`config.mk`:
```
export PLATFORM = sky130hd
export DESIGN_NAME = strict_utf8_stream_decoder
export DESIGN_NICKNAME = d
export VERILOG_FILES = /design/src/design/s8d_pkg.sv /design/src/design/strict_utf8_stream_decoder.sv /design/src/design/s8d_fifo.sv /design/src/design/s8d_front.sv /design/src/design/s8d_back.sv
export SDC_FILE = /design/constraint.sdc
export NUM_CORES = 1
export LEC_CHECK = 0
export ABC_AREA = 0
export BUFFER_PORTS_ARGS = -buffer_cell sky130_fd_sc_hd__buf_2
export CORE_AREA = 2 2 177 179
export CTS_CLUSTER_SIZE = 10
export DETAILED_ROUTE_END_ITERATION = 8
export DIE_AREA = 0 0 179 181
export PLACE_DENSITY = 0.77
export SLEW_MARGIN = 10
export SYNTH_ARGS = -nofsm -noshare
export SYNTH_HDL_FRONTEND = slang
export SYNTH_SLANG_ARGS = --single-unit
```
`constraint.sdc`:
```
create_clock -name clk -period 12.01 [get_ports clk]
set_clock_uncertainty 0.05 [all_clocks]
set_input_delay 0.6005 -clock clk [delete_from_list [all_inputs] [get_ports clk]]
set_output_delay 0.6005 -clock clk [all_outputs]
set_load 0.02 [all_outputs]
```
`src/design/s8d_pkg.sv`:
```
// Shared types, constants and decode functions for the strict UTF-8 stream decoder.
// No dependencies; used by every module of the block.
package s8d_pkg;

    localparam int OFFSET_WIDTH_DEF = 32;
    localparam int QUEUE_DEPTH_DEF  = 2;

    // Byte boundaries of the strict UTF-8 rules
    localparam logic [7:0] BYTE_ASCII_END = 8'h80;
    localparam logic [7:0] LEAD2_MIN      = 8'hC2;
    localparam logic [7:0] LEAD3_MIN      = 8'hE0;
    localparam logic [7:0] LEAD3_SURR     = 8'hED;
    localparam logic [7:0] LEAD4_MIN      = 8'hF0;
    localparam logic [7:0] LEAD4_TOP      = 8'hF4;
    localparam logic [7:0] LEAD_LIMIT     = 8'hF5;
    localparam logic [7:0] CONT_LO        = 8'h80;
    localparam logic [7:0] CONT_HI        = 8'hBF;
    localparam logic [7:0] E0_LO          = 8'hA0;
    localparam logic [7:0] ED_HI          = 8'h9F;
    localparam logic [7:0] F0_LO          = 8'h90;
    localparam logic [7:0] F4_HI          = 8'h8F;
    localparam logic [7:0] CONT_MASK      = 8'hC0;

    localparam logic [20:0] CP_REPL = 21'h00FFFD;

    // result status codes
    localparam logic [1:0] ST_OK         = 2'd0;
    localparam logic [1:0] ST_INVALID    = 2'd1;
    localparam logic [1:0] ST_INCOMPLETE = 2'd2;
    localparam logic [1:0] ST_CLEAN_END  = 2'd3;

    // decode outcomes
    localparam logic [1:0] DEC_OK   = 2'd0;
    localparam logic [1:0] DEC_BAD  = 2'd1;
    localparam logic [1:0] DEC_WAIT = 2'd2;

    typedef struct packed {
        logic [7:0] data_byte;
        logic       is_end;
    } in_t;

    typedef struct packed {
        logic [20:0] code_point;
        logic [1:0]  status;
        logic [31:0] seq_offset;
        logic        last_result;
    } out_t;

    // byte plus its lead classification; need == 0 marks an illegal lead
    typedef struct packed {
        logic [7:0] b;
        logic [2:0] need;
        logic [7:0] lo;
        logic [7:0] hi;
    } hbyte_t;

    typedef hbyte_t [3:0] hbuf_t;

    typedef struct packed {
        hbyte_t hb;
        logic   is_end;
    } qitem_t;

    typedef struct packed {
        logic [1:0]  kind;
        logic [2:0]  len;
        logic [20:0] cp;
    } dec_t;

    function automatic hbyte_t lead_class(input logic [7:0] b);
        hbyte_t h;
        h.b    = b;
        h.need = 3'd0;
        h.lo   = CONT_LO;
        h.hi   = CONT_HI;
        if (b < BYTE_ASCII_END) begin
            h.need = 3'd1;
        end else if (b < LEAD2_MIN || b >= LEAD_LIMIT) begin
            h.need = 3'd0;
        end else if (b < LEAD3_MIN) begin
            h.need = 3'd2;
        end else if (b < LEAD4_MIN) begin
            h.need = 3'd3;
            if (b == LEAD3_MIN) h.lo = E0_LO;
            else if (b == LEAD3_SURR) h.hi = ED_HI;
        end else begin
            h.need = 3'd4;
            if (b == LEAD4_MIN) h.lo = F0_LO;
            else if (b == LEAD4_TOP) h.hi = F4_HI;
        end
        return h;
    endfunction

    function automatic logic is_cont(input logic [7:0] b);
        return (b & CONT_MASK) == CONT_LO;
    endfunction

    // Judge the sequence at the front of w (n valid bytes, 0..4).
    function automatic dec_t decode(input hbuf_t w, input logic [2:0] n);
        dec_t d;
        d.kind = DEC_OK;
        d.len  = 3'd1;
        d.cp   = CP_REPL;
        if (n == 3'd0) begin
            d.kind = DEC_WAIT;
        end else if (w[0].need == 3'd1) begin
            d.cp = {13'd0, w[0].b};
        end else if (w[0].need == 3'd0) begin
            d.kind = DEC_BAD;
        end else if (n < w[0].need) begin
            d.kind = DEC_WAIT;
        end else if (w[1].b < w[0].lo || w[1].b > w[0].hi) begin
            d.kind = DEC_BAD;
        end else if (w[0].need >= 3'd3 && !is_cont(w[2].b)) begin
            d.kind = DEC_BAD;
        end else if (w[0].need == 3'd4 && !is_cont(w[3].b)) begin
            d.kind = DEC_BAD;
        end else begin
            d.len = w[0].need;
            if (w[0].need == 3'd2)
                d.cp = {10'd0, w[0].b[4:0], w[1].b[5:0]};
            else if (w[0].need == 3'd3)
                d.cp = {5'd0, w[0].b[3:0], w[1].b[5:0], w[2].b[5:0]};
            else
                d.cp = {w[0].b[2:0], w[1].b[5:0], w[2].b[5:0], w[3].b[5:0]};
        end
        return d;
    endfunction

endpackage

```
`src/design/strict_utf8_stream_decoder.sv`:
```
// Strict UTF-8 stream decoder, top level: front queue, decode engine, result queue.
// Depends on s8d_pkg, s8d_front, s8d_back and s8d_fifo.
// Each byte is registered in the front queue and its result in the result queue.
// Throughput: one item per cycle while each byte gives at most one result and the result queue
// has room; an item with more than one result holds the decode engine until all are emitted (one result per cycle).
// Reset (async, active low) empties both queues, clears held count and offsets, not bytes.
module strict_utf8_stream_decoder #(
    parameter int OFFSET_WIDTH = s8d_pkg::OFFSET_WIDTH_DEF,
    parameter int QUEUE_DEPTH  = s8d_pkg::QUEUE_DEPTH_DEF
) (
    input  logic          clk,
    input  logic          rst_n,
    // byte stream in
    input  logic          push,
    output logic          full,
    input  s8d_pkg::in_t  item,
    // decoded results out
    input  logic          pop,
    output logic          empty,
    output s8d_pkg::out_t result
);

    // front-to-back queue
    logic            q_pop;
    logic            q_empty;
    s8d_pkg::qitem_t q_item;

    // back-to-output queue
    logic            res_push;
    logic            res_full;
    s8d_pkg::out_t   res;

    // Front: classifies each byte as ASCII, a 2/3/4-byte lead with its allowed
    // second-byte window, or an illegal lead, then queues it.
    s8d_front #(
        .QUEUE_DEPTH (QUEUE_DEPTH)
    ) u_front (
        .clk     (clk),
        .rst_n   (rst_n),
        .push    (push),
        .full    (full),
        .item    (item),
        .q_pop   (q_pop),
        .q_empty (q_empty),
        .q_item  (q_item)
    );

    // Back: appends the byte to up to three held bytes and emits one result per
    // cycle unless the result queue is full. A bad sequence drops only its lead and
    // the rest is re-judged; a one-step lookahead marks the final result of each item.
    s8d_back #(
        .OFFSET_WIDTH (OFFSET_WIDTH)
    ) u_back (
        .clk      (clk),
        .rst_n    (rst_n),
        .q_empty  (q_empty),
        .q_item   (q_item),
        .q_pop    (q_pop),
        .out_full (res_full),
        .res_push (res_push),
        .res      (res)
    );

    // Result queue decouples the engine from a stalled consumer.
    s8d_fifo #(
        .T     (s8d_pkg::out_t),
        .DEPTH (QUEUE_DEPTH)
    ) u_out_queue (
        .clk     (clk),
        .rst_n   (rst_n),
        .wr_en   (res_push),
        .wr_data (res),
        .full    (res_full),
        .rd_en   (pop),
        .rd_data (result),
        .empty   (empty)
    );

endmodule

```
`src/design/s8d_fifo.sv`:
```
// Small register queue with full/empty flags, generic over the entry type.
// Depends on s8d_pkg for the default depth.
module s8d_fifo #(
    parameter type T     = logic,
    parameter int  DEPTH = s8d_pkg::QUEUE_DEPTH_DEF
) (
    input  logic clk,
    input  logic rst_n,
    input  logic wr_en,
    input  T     wr_data,
    output logic full,
    input  logic rd_en,
    output T     rd_data,
    output logic empty
);

    localparam int PTR_W = (DEPTH > 1) ? $clog2(DEPTH) : 1;
    localparam int CNT_W = $clog2(DEPTH + 1);
    localparam logic [PTR_W-1:0] PTR_LAST = PTR_W'(DEPTH - 1);
    localparam logic [CNT_W-1:0] CNT_FULL = CNT_W'(DEPTH);

    T                 mem [DEPTH];
    logic [PTR_W-1:0] wr_ptr_reg, wr_ptr_next;
    logic [PTR_W-1:0] rd_ptr_reg, rd_ptr_next;
    logic [CNT_W-1:0] cnt_reg, cnt_next;
    logic             do_wr, do_rd;

    assign full    = (cnt_reg == CNT_FULL);
    assign empty   = (cnt_reg == '0);
    assign do_wr   = wr_en && !full;
    assign do_rd   = rd_en && !empty;
    assign rd_data = mem[rd_ptr_reg];

    always_comb
    begin
        wr_ptr_next = wr_ptr_reg;
        rd_ptr_next = rd_ptr_reg;
        cnt_next    = cnt_reg;
        if (do_wr)
            wr_ptr_next = (wr_ptr_reg == PTR_LAST) ? '0 : wr_ptr_reg + PTR_W'(1);
        if (do_rd)
            rd_ptr_next = (rd_ptr_reg == PTR_LAST) ? '0 : rd_ptr_reg + PTR_W'(1);
        if (do_wr && !do_rd)
            cnt_next = cnt_reg + CNT_W'(1);
        else if (do_rd && !do_wr)
            cnt_next = cnt_reg - CNT_W'(1);
    end

    always_ff @(posedge clk or negedge rst_n)
    begin
        if (!rst_n)
        begin
            wr_ptr_reg <= '0;
            rd_ptr_reg <= '0;
            cnt_reg    <= '0;
        end
        else
        begin
            wr_ptr_reg <= wr_ptr_next;
            rd_ptr_reg <= rd_ptr_next;
            cnt_reg    <= cnt_next;
        end
    end

    always_ff @(posedge clk)
    begin
        if (do_wr)
            mem[wr_ptr_reg] <= wr_data;
    end

endmodule

```
`src/design/s8d_front.sv`:
```
// Front end: accepts stream items, classifies each byte as a lead, and queues it.
// Depends on s8d_pkg and s8d_fifo.
module s8d_front #(
    parameter int QUEUE_DEPTH = s8d_pkg::QUEUE_DEPTH_DEF
) (
    input  logic            clk,
    input  logic            rst_n,
    input  logic            push,
    output logic            full,
    input  s8d_pkg::in_t    item,
    input  logic            q_pop,
    output logic            q_empty,
    output s8d_pkg::qitem_t q_item
);

    s8d_pkg::qitem_t cls;

    always_comb
    begin
        cls.hb     = s8d_pkg::lead_class(item.data_byte);
        cls.is_end = item.is_end;
    end

    s8d_fifo #(
        .T     (s8d_pkg::qitem_t),
        .DEPTH (QUEUE_DEPTH)
    ) u_queue (
        .clk     (clk),
        .rst_n   (rst_n),
        .wr_en   (push),
        .wr_data (cls),
        .full    (full),
        .rd_en   (q_pop),
        .rd_data (q_item),
        .empty   (q_empty)
    );

endmodule

```
`src/design/s8d_back.sv`:
```
// Back end: holds pending bytes, judges sequences and emits one result per cycle unless out_full stalls it.
// Depends on s8d_pkg.
module s8d_back #(
    parameter int OFFSET_WIDTH = s8d_pkg::OFFSET_WIDTH_DEF
) (
    input  logic            clk,
    input  logic            rst_n,
    input  logic            q_empty,
    input  s8d_pkg::qitem_t q_item,
    output logic            q_pop,
    input  logic            out_full,
    output logic            res_push,
    output s8d_pkg::out_t   res
);

    s8d_pkg::hbuf_t          buf_reg, buf_next;
    logic [1:0]              n_reg, n_next;
    logic                    scan_reg, scan_next;
    logic [OFFSET_WIDTH-1:0] byte_off_reg, byte_off_next;
    logic [OFFSET_WIDTH-1:0] head_off_reg, head_off_next;

    s8d_pkg::hbuf_t          wbuf, sbuf;
    logic [2:0]              wn, sn;
    s8d_pkg::dec_t           d0, d1;
    logic                    take, step, last;

    always_comb
    begin
        // working view: held bytes, plus the incoming byte when a new item is taken
        wbuf = buf_reg;
        wn   = {1'b0, n_reg};
        if (!scan_reg)
        begin
            wbuf[n_reg] = q_item.hb;
            wn          = {1'b0, n_reg} + 3'd1;
        end
        d0 = s8d_pkg::decode(wbuf, wn);

        // remainder after the judged sequence, shifted to the front
        sbuf = '0;
        unique case (d0.len)
            3'd1:    sbuf[2:0] = wbuf[3:1];
            3'd2:    sbuf[1:0] = wbuf[3:2];
            3'd3:    sbuf[0]   = wbuf[3];
            default: ;
        endcase
        sn = wn - d0.len;
        // lookahead: does the remainder yield another result this item?
        d1   = s8d_pkg::decode(sbuf, sn);
        last = (d1.kind == s8d_pkg::DEC_WAIT);

        take  = !scan_reg && !q_empty && !out_full;
        step  = scan_reg && !out_full;
        q_pop = take;

        buf_next      = buf_reg;
        n_next        = n_reg;
        scan_next     = scan_reg;
        byte_off_next = byte_off_reg;
        head_off_next = head_off_reg;
        res_push      = 1'b0;
        res.code_point  = d0.cp;
        res.status      = (d0.kind == s8d_pkg::DEC_OK) ? s8d_pkg::ST_OK : s8d_pkg::ST_INVALID;
        res.seq_offset  = 32'(head_off_reg);
        res.last_result = last;

        if (take && q_item.is_end)
        begin
            res_push        = 1'b1;
            res.last_result = 1'b1;
            if (n_reg != 2'd0)
            begin
                res.code_point = s8d_pkg::CP_REPL;
                res.status     = s8d_pkg::ST_INCOMPLETE;
            end
            else
            begin
                res.code_point = '0;
                res.status     = s8d_pkg::ST_CLEAN_END;
                res.seq_offset = 32'(byte_off_reg);
            end
            n_next        = 2'd0;
            byte_off_next = '0;
            head_off_next = '0;
        end
        else if (take || step)
        begin
            if (take)
                byte_off_next = byte_off_reg + OFFSET_WIDTH'(1);
            if (d0.kind == s8d_pkg::DEC_WAIT)
            begin
                buf_next  = wbuf;
                n_next    = wn[1:0];
                scan_next = 1'b0;
            end
            else
            begin
                res_push      = 1'b1;
                buf_next      = sbuf;
                n_next        = sn[1:0];
                head_off_next = head_off_reg + OFFSET_WIDTH'(d0.len);
                scan_next     = !last;
            end
        end
    end

    always_ff @(posedge clk or negedge rst_n)
    begin
        if (!rst_n)
        begin
            n_reg        <= 2'd0;
            scan_reg     <= 1'b0;
            byte_off_reg <= '0;
            head_off_reg <= '0;
        end
        else
        begin
            n_reg        <= n_next;
            scan_reg     <= scan_next;
            byte_off_reg <= byte_off_next;
            head_off_reg <= head_off_next;
        end
    end

    always_ff @(posedge clk)
    begin
        buf_reg <= buf_next;
    end

endmodule

```
==> results.toml <==
[finish]
nNetsFinal = 1576
drive_above_1_share_pct = 15.8
fillerInstances = 2390
syn_to_final_growth_pct = 11.0
design_area_sq_mm = 0.0183
diodes = 0
largest_reg_flops = 112

[flow_run]
cap_viol_max_count = 0

[timing]
rsz0062_at_grt = "no"
maxSlewHeadroom_pct = 19.0
hold_viol = 0
drv_slew = 0
finalCritPeriodShare_pct = 49.0
fmax_mhz = 170
worst_pin_slew_ns = 1.21
min_period_ns = 5.89
finalSetupTns_ns = 0
setup-violations-final = 0
timing.hold.ws_ns = 0.166

[global_route]
grt_max_degree = 76
antenna_found_initial = 0
grt_pass1_vias = 11400
overflow = 0
grt_pass1_wl_mm = 61.2
grt_usage_pct = 24.0

[cts]
clk_path_buf_depth = 3
postCtsHoldBufs = 0
cts_htree_levels = 2
post-cts-setup-buffer-count = 0
cts_sinks = 327
cts_root_buf = "clkbuf_16"
insertion_delay_ns = 0.54
tritoncts = "done"
post_cts_resized = 0
clk_pin_slew_worst_paths_ns = 0.06
cts_buffers = 39

[floorplan]
die_area_sq_mm = 0.0324
die_w_um = 179
boundaryPins = 71
start_util_pct = 54.3
core_area_sq_mm = 0.0303
num_rows = 64
die_h_um = 181

[worst_setup_path]
path_class = "reg -> reg"
cp.arrival_ns = 6.10
cp_data_required_time_ns = 12.22
rrSetupSlack_ns = 6.12
critPathMaxFanout = 12
cp-end-kind = "flip-flop"
r2r_cells = 19
cpPeakStageDelay_ns = 0.77
r2r-end = "u_out_queue.mem[0][0]"
worstSetupStartpointType = "flip-flop"
crit_chain = "inv_1, ha_1, nor2b_1, mux2i_1, inv_1, ha_1, nand4_1, o22ai_1, nand3_1, a2111oi_2, nand4_1, ha_1, fa_1, xnor2_1, xnor2_1, ha_1, and2_1, a221oi_2, or3_1"
slowest_stage = "nor2b_1"
worstReg2RegStart = "u_back.n_reg[1]"
critPathLaunch = "u_back.n_reg[1]"
cpMostUsedCell = "ha_1"

[routing]
wirelength_mm = 38.7
dr.pass1.iters = 5
drc = 0
wl_per_cell_um = 19.8
drt-initial-drc-count = 1193
num_vias = 11800
final_antenna_net_count = 0
via_per_inst = 6.06

[logic_synthesis]
synth.largest_area_cell = "edfxtp_1"
yosysUniqueCellTypes = 69
yosysTopAreaCellShare_pct = 45.9
synth_edf_count = 252
synth_area_per_cell_sq_um = 11.1
synth_nets = 1533
yosys-top-cells-area = "edfxtp_1, dfrtp_1, mux2_2"
yosys_warnings = 0
synthArstFlopShare_pct = 22.9
syn_area_sq_mm = 0.0165
ys_seq_area_share_pct = 57.3
synth-seq-cells = 327
syn_inst = 1487
synth_ff_type = "edfxtp_1"

[placed_design]
detailed_place_hpwl_mm = 24.6
port_buffers = 70
placed_area_sq_mm = 0.0171
routabilityCongestion = 0.912

[hold_path]
worstHoldPathType = "in -> async"

[outcome]
status = "finished, final reports clean"
synth_stat cells, types with 22 or more instances:
library cell  number
edfxtp_1         252
a21oi_1           84
nand3_1           38
or3_1             22
nor2_1           171
mux2i_1           25
inv_1             28
o22ai_1           41
mux2_2            82
dfrtp_1           75
clkbuf_1          67
nand2_1          170
xor2_1            30
o21ai_0          117
ha_1              31
xnor2_1           30
worst max-delay path, delay by kind of cell, from the launching register on:
kind / cells / cell delay, ns
multiplexers: 1 / 0.44
AND/OR/NAND/NOR: 6 / 1.84
adder cells (fa/ha/maj): 5 / 1.40
flip-flops: 1 / 0.46
buffers and inverters: 2 / 0.31
XOR/XNOR: 2 / 0.35
AO/OA/AOI/OAI: 3 / 0.77
area by class of cell:
type	instances	area [sq um]	area share (%)
repair buffers	90	503	2.75
multi-input cells	1043	6590	36.1
clock buffers	64	1070	5.85
flip-flops and latches	327	9450	51.7
inverters	29	109	0.596
well taps	396	495	2.71
clock inverters	5	65.1	0.356
cells by family after synthesis:
logic type | Yosys count | synth area share [%]
AND/OR/NAND/NOR | 509 | 14.3
adder cells (fa/ha/maj) | 33 | 2.60
XOR/XNOR | 60 | 3.19
AO/OA/AOI/OAI | 333 | 12.5
buffers and inverters | 117 | 2.83
flip-flops | 327 | 57.3
multiplexers | 108 | 7.26
metrics by stage:
step | setup WS, ns | utilization, % | instances
final | 6.12 | 60.2 | 1954
after global routing | 5.71 | 60.2 | 1954
after CTS | 6.20 | 60.2 | 1954
after detailed placement | 6.24 | 56.5 | 1885
after global placement | 6.45 | 56.5 | 1885
after floorplan | 6.14 | - | 1487
metal layers:
metal	vias up	part of all wire (%)	GRT usage, %
met5	-	0	0
met4	0	2.5	7.35
met3	81	6.8	3.66
met2	490	49	39.8
met1	5723	42	32.5
li1	5554	-	-
placed cells by master, fill, tap and decap left out, types with 7 or more instances in the layout:
master and instances:
a21oi_1 83, a221oi_1 10, and2_1 9, and3_1 13
and4_1 8, buf_2 69, buf_4 21, clkbuf_1 25
clkbuf_16 39, dfrtp_1 74, edfxtp_1 252, ha_1 31
inv_1 28, mux2_2 82, mux2i_1 25, nand2_1 168
nand2b_1 16, nand3_1 38, nand4_1 21, nor2_1 171
nor3_1 12, o211ai_1 8, o21a_1 8, o21ai_0 117
o22ai_1 41, o31ai_1 7, or3_1 22, xnor2_1 30
xor2_1 30
worst max-delay path by stage:
stage	endpoint	depth (start not counted)
3_3_place_gp	u_out_queue.mem[0][0]	19
3_5_place_dp	u_out_queue.mem[1][0]	19
2_1_floorplan	u_out_queue.mem[0][0]	14
6_report	u_out_queue.mem[0][0]	19
4_1_cts	u_out_queue.mem[0][0]	19
5_1_grt	u_out_queue.mem[0][0]	19
Power is not shown: default switching activity piles up to over one toggle a cycle in this logic, so the estimate is an artifact.
